File: config.mk
export PLATFORM = sky130hd
export DESIGN_NAME = mbd_ctrl
export DESIGN_NICKNAME = d
export VERILOG_FILES = /design/src/hdl/mbd_pkg.sv /design/src/hdl/mbd_ctrl.sv
export SDC_FILE = /design/constraint.sdc
export NUM_CORES = 1
export LEC_CHECK = 0
export BUFFER_PORTS_ARGS = -buffer_cell sky130_fd_sc_hd__buf_2
export CAP_MARGIN = 0
export CORE_AREA = 2 2 39 41
export CTS_BUF_LIST = sky130_fd_sc_hd__clkbuf_8
export DETAILED_ROUTE_END_ITERATION = 8
export DIE_AREA = 0 0 41 43
export GPL_ROUTABILITY_DRIVEN = 0
export GPL_TIMING_DRIVEN = 1
export PLACE_DENSITY = 0.37
export SYNTH_ARGS = -nofsm -noshare
export SYNTH_HDL_FRONTEND = slang
export SYNTH_SLANG_ARGS = --single-unit
File: constraint.sdc
create_clock -name clk -period 1.4 [get_ports clk]
set_input_delay 0.21 -clock clk [delete_from_list [all_inputs] [get_ports clk]]
set_output_delay 0.21 -clock clk [all_outputs]
set_load 0.005 [all_outputs]
File: src/hdl/mbd_pkg.sv
// Shared constants and types of the mipmap box downsampler.
`timescale 1ns / 1ps
package mbd_pkg;

    localparam int DEF_MAX_DIM  = 4096;
    localparam int DEF_CHANNELS = 4;
    localparam int NUM_LANES    = 4;
    localparam int CHAN_W       = 8;
    localparam int SUM_W        = 10;
    localparam int CFG_W        = 13;
    localparam int LEVEL_W      = 4;
    localparam int COORD_W      = 11;
    localparam int IDX_W        = 1;

    localparam logic [IDX_W-1:0] REG_BASE_WIDTH  = 1'b0;
    localparam logic [IDX_W-1:0] REG_BASE_HEIGHT = 1'b1;

    typedef logic [NUM_LANES-1:0][CHAN_W-1:0] pixel_t;

    typedef struct packed {
        logic accept;
        logic rd;
        logic adv;
        logic stop;
        logic flush;
    } cmd_t;

    typedef struct packed {
        logic lvl_zero;
        logic done;
        logic last_lvl;
        logic pend_valid;
        logic out_free;
    } status_t;

endpackage

File: src/hdl/mbd_ctrl.sv
// Sequencing state machine of the mipmap box downsampler.
`timescale 1ns / 1ps
module mbd_ctrl (
    input  logic             clk,
    input  logic             rst_n,
    input  logic             in_valid,
    input  mbd_pkg::status_t sts,
    output mbd_pkg::cmd_t    cmd,
    output logic             in_ready
);
    import mbd_pkg::*;

    typedef enum logic [1:0] {
        ST_IDLE,
        ST_RD,
        ST_CALC,
        ST_FLUSH
    } state_t;

    state_t state_reg;
    state_t state_next;
    logic   in_ready_reg;

    always_comb
    begin
        state_next = state_reg;
        cmd        = '0;
        case (state_reg)
            ST_IDLE:
            begin
                if (in_valid && in_ready_reg)
                begin
                    cmd.accept = 1'b1;
                    if (!sts.lvl_zero)
                    begin
                        state_next = ST_RD;
                    end
                end
            end
            ST_RD:
            begin
                cmd.rd     = 1'b1;
                state_next = ST_CALC;
            end
            ST_CALC:
            begin
                if (sts.done)
                begin
                    if (!sts.pend_valid || sts.out_free)
                    begin
                        cmd.adv    = 1'b1;
                        state_next = sts.last_lvl ? ST_FLUSH : ST_RD;
                    end
                end
                else
                begin
                    cmd.stop   = 1'b1;
                    state_next = sts.pend_valid ? ST_FLUSH : ST_IDLE;
                end
            end
            ST_FLUSH:
            begin
                if (sts.out_free)
                begin
                    cmd.flush  = 1'b1;
                    state_next = ST_IDLE;
                end
            end
            default:
            begin
                state_next = ST_IDLE;
            end
        endcase
    end

    always_ff @(posedge clk or negedge rst_n)
    begin
        if (!rst_n)
        begin
            state_reg    <= ST_IDLE;
            in_ready_reg <= 1'b0;
        end
        else
        begin
            state_reg    <= state_next;
            in_ready_reg <= (state_next == ST_IDLE);
        end
    end

    assign in_ready = in_ready_reg;

endmodule

Yosys cells after proc, flatten, opt, wreduce, memory -nomap -nowiden
Cells that the tools add are included.
{"block": "word_totals", "ram_bits": 0, "mem_count": 0, "elab_cells": 27, "romBits": 0, "reg_bits": 3, "latchBits": 0}
{"block": "op_classes", "muxes": 17, "n_div": 0, "n_mul": 0, "add_sub_neg": 0, "n_bitwise": 0, "shifts": 0, "n_lt_le_gt_ge": 0, "n_reduce_logical": 5, "n_eq_ne": 3}
{"operator": "2-bit 2-to-1 mux", "n": 8}
{"operator": "1-bit 2-to-1 mux", "n": 8}
{"operator": "2-bit case mux with 4 select lines", "n": 1}
{"operator": "2-bit == test, second input constant", "n": 2}
{"operator": "2-bit zero test", "n": 2}
{"operator": "2-bit by 1-bit == test with 1-bit output, second input constant", "n": 1}
{"operator": "1-bit logical AND", "n": 1}
{"operator": "1-bit zero test", "n": 1}
{"operator": "1-bit logical OR", "n": 1}

Depth between registers and ports, before layout
{"block": "depth", "depth_word": 6, "mapped_depth": 3}

Worst setup path before layout
No wires, ideal clock.
{"block": "synth_timing", "path_kind": "flip-flop to flip-flop", "start": "register state_reg[0]", "end": "register state_reg[0]", "synth_period_minus_slack_ns": 1.188, "slack_ns": 0.212, "t_required_ns": 1.269, "n_path_buf": 0, "arrival_ns": 1.057, "stages_incl_launch_ff": 4, "path_cell_list": "dfrtp_1 > nor2b_4 > o21a_1 > or3_1"}
{"block": "synth_between", "elab_chain_len": 3, "word_cells_on_any_way": 10, "cone_classes": "eq/ne (3); mux (6); reduce/logical (1)"}
{"item": "start: declaration", "line_no": "mbd_ctrl.sv:20", "text": "state_t state_reg;"}
{"item": "start signal: assignment", "line_no": "mbd_ctrl.sv:85", "text": "state_reg <= state_next;"}
{"item": "2-bit 2-to-1 mux (on tied branches)", "line_no": "mbd_ctrl.sv:49, mbd_ctrl.sv:34"}
{"item": "2-bit 2-to-1 mux (on tied branches)", "line_no": "mbd_ctrl.sv:47, mbd_ctrl.sv:31"}
{"item": "2-bit case mux with 4 select lines (*)", "line_no": "mbd_ctrl.sv:28", "text": "case (state_reg)"}
{"item": "via state_next[0]", "line_no": "mbd_ctrl.sv:21", "text": "state_t state_next;"}
Mark *: on every way through the listed nets, which the timed path passes. The rest lies on a longest branch.

Worst setup path after layout
Ends and elaborated chain as after synthesis.

==> run_results.csv <==
group,metric,value,unit
job,max_cap_violation_count,0,
worst_setup_path,worst-endpoint-required,1.49,ns
power,power.share.combinational,39.6,%
global_route,global_route_wire_length_before_repair,910,um
timing,final_layout_setup_total_negative_slack,0,ns
power,power_per_cell_area,1860,nW/um^2
logic_synthesis,distinct_cell_type_count_after_synthesis,17,
finish,finish.net_count,50,
power,irDropWorstVdd,0.664,mV
finish,multi_input_combinational_cell_area,148,um^2
clock_network,clk-insertion-delay-late,0.21,ns
floorplan,fp.dieArea,1760,um^2
worst_setup_path,cp_slowest_cell,"dfrtp_1",
detailed_routing,detailedRoute.firstIterationViolations,2,
timing,max_slew_margin,78.0,%
timing,skew,0.00141,ns
logic_synthesis,yosys_register_bits,3,
clock_network,cts_tree,"built",
timing,setup_repair_after_global_routing_missed_its_margin,"false",
global_route,grt_antenna_before_repair,0,
logic_synthesis,postSynthCellCount,21,
logic_synthesis,syn_avg_cell_area,10.1,um^2
clock_network,max-clock-path-buffers,2,
timing,maxSlewViolCount,0,
logic_synthesis,synth_warn,0,
placed_design,dp_slack,0.150,ns
timing,timing.final.ws_setup,0.0872,ns
logic_synthesis,ys_seq_area_share,35.5,%
worst_setup_path,crit_chain,"buf_4 -> nor2b_4 -> o21a_1 -> or3_1",
floorplan,ioPinCount,14,
run_status,run_status,"completed",
worst_setup_path,critPathTopFamily,"simple AND/OR/NAND/NOR gates",
floorplan,die_x,41,um
finish,n_fill_cell,157,
worst_setup_path,worst_ep_arrival_time,1.40,ns
worst_setup_path,worst_setup_path_start_kind,"flop",
logic_synthesis,synth_fp_nets,29,
logic_synthesis,netlist.area_leader.share,35.5,%
finish,final_layout_size_suffix_gt1_share,58.5,%
power,internal-power,0.000479,W
worst_setup_path,register_to_register_setup_slack,0.09,ns
worst_setup_path,critical_path.max_stage_delay,0.36,ns
detailed_routing,wire_per_inst,10.6,um
finish,layout.cells.most_common,"buf_2",
finish,postLayoutCellArea,379,um^2
finish,seqCellArea,76.3,um^2
floorplan,fp.dieH,43,um
timing,whs,0.324,ns
placed_design,post_dp_cell_area,297,um^2
timing,number_of_failing_hold_endpoints_at_the_final_stage,0,
worst_setup_path,critPathCaptureType,"flop",
logic_synthesis,mappedNetlistArea,211,um^2
clock_network,htree_num_levels,1,
timing,highest_clock_rate,0.762,GHz
global_route,gr-total-overflow,0,
power,standby_leakage_power,0.191,nW
timing,fin_crit_sh,93.8,%
timing,worst_tran_pin_value,0.327,ns
detailed_routing,wire_length_after_detailed_routing,604,um
detailed_routing,detail_route.drc_violations,0,
global_route,grt_start_max_net_pins,9,
worst_setup_path,crit_path_max_fanout,7,
global_route,globalRouteTotalUtil,8.05,%
placed_design,numPortBuffers,13,
hold_path,timing.hold.worst.class,"in2async",
logic_synthesis,leading_post_synthesis_cells_by_cell_area,"dfrtp_1 (36%), nor2b_4 (6.5%), nor2b_1 (5.9%)",
power,clock_power_share,34.4,%
floorplan,coreArea,1380,um^2
finish,top_library_cells_by_usage_in_the_layout_fill_and_taps_aside,"buf_2 (13), clkbuf_8 (3)",
detailed_routing,final_antenna_net_count,0,
detailed_routing,drt_pass1_iterations,2,
worst_setup_path,crit_buf_inv,1,
power,p_switching,0.000228,W
detailed_routing,viasPerCell,4.19,
finish,layout-area-overhead-vs-synth,79.3,%
floorplan,initial_util,15.3,%
timing,period_needed,1.31,ns
floorplan,core.rowCount,14,
worst_setup_path,critical_path_class,"reg2reg",
detailed_routing,dr_total_vias,239,
finish,antenna_cells_inserted,0,
power,power_switching_share,32.2,%
finish,largest_register_ffs,2,
power,seqPwrFrac,26.0,%
clock_network,clock_sinks,3,
clock_network,clock_root_buffer_master,"clkbuf_8",
clock_network,clk_pin_slew_worst_paths,0.03,ns
timing,setup-violations-final,0,
clock_network,numCtsBuffers,3,
logic_synthesis,synth_area_leader_cell,"dfrtp_1",
global_route,grt_pass1_vias,217,
-- metrics by stage --
step	cells	utilization (%)	total power (W)
finish	57	27.4	0.000707
global route	57	27.4	0.000765
CTS	57	26.6	0.000693
detailed placement	50	21.4	0.000409
global placement	50	21.4	0.000409
floorplan	21	-	0.000311
-- final cells by class --
class / count / share of cell area, %
clock buffer: 3 / 10.9
multi-input combinational: 18 / 38.9
sequential: 3 / 20.1
clock inverter: 1 / 0.990
timing repair buffer: 16 / 23.8
tap: 16 / 5.28
-- final timing paths --
path,start,to,cells past startpoint
hold / removal,rst_n,in_ready$_DFF_PN0_,2
setup / recovery,state_reg[0]$_DFF_PN0_,state_reg[0]$_DFF_PN0_,4
max in group asynchronous,rst_n,state_reg[1]$_DFF_PN0_,2
hold reg to reg,state_reg[0]$_DFF_PN0_,state_reg[1]$_DFF_PN0_,2
setup reg to reg,state_reg[0]$_DFF_PN0_,state_reg[0]$_DFF_PN0_,4
min in group clk,sts[1],state_reg[1]$_DFF_PN0_,3
-- timing repair --
| action | in CTS | in global routing |
|---|---|---|
| hold endpoints to repair | 3 | 0 |
| resized for setup | 1 | 2 |
| hold buffers | 1 | 0 |
| gates cloned | 0 | 0 |
| pin swaps | 1 | 1 |
| setup endpoints to repair | 1 | 1 |
| buffers inserted | 2 | 0 |
-- cell families after synthesis --
family	Yosys count	synth area share (%)
mux	1	4.73
flops	3	35.5
simple gates	14	47.9
compound gates	3	11.8
-- power by group through the flow --
stage	sequential [W]	clock [W]	combinational, W
2_1_floorplan	0.000175	0	0.000136
3_3_place_gp	0.000186	0	0.000222
3_5_place_dp	0.000189	0	0.000220
4_1_cts	0.000177	0.000253	0.000264
5_1_grt	0.000189	0.000265	0.000312
6_report	0.000184	0.000243	0.000280
-- synthesized netlist by cell type --
library cell	n
dfrtp_1	3
nor2b_1	2
nor4_1	2
a21bo_2	1
and3_2	1
mux2i_1	1
nand2_1	1
nand2b_2	1
nand3b_1	1
nor2_1	1
nor2b_4	1
nor3_1	1
nor3b_1	1
nor3b_2	1
o211ai_1	1
o21a_1	1
or3_1	1
-- layer usage --
layer  global-route usage (%)  wire length, um  vias up
met1                     10.0              271      107
met4                     8.00                0        0
met3                     2.62               79        0
li1                         -                -      118
met5                        0                0        -
met2                     10.0              253       14
-- worst reg2reg max path, cell delays in order (launching register included) --
cell and delay (ns):
dfrtp_1 0.36, buf_4 0.15, nor2b_4 0.12, o21a_1 0.19, or3_1 0.36
(Power assumes the default switching activity.)
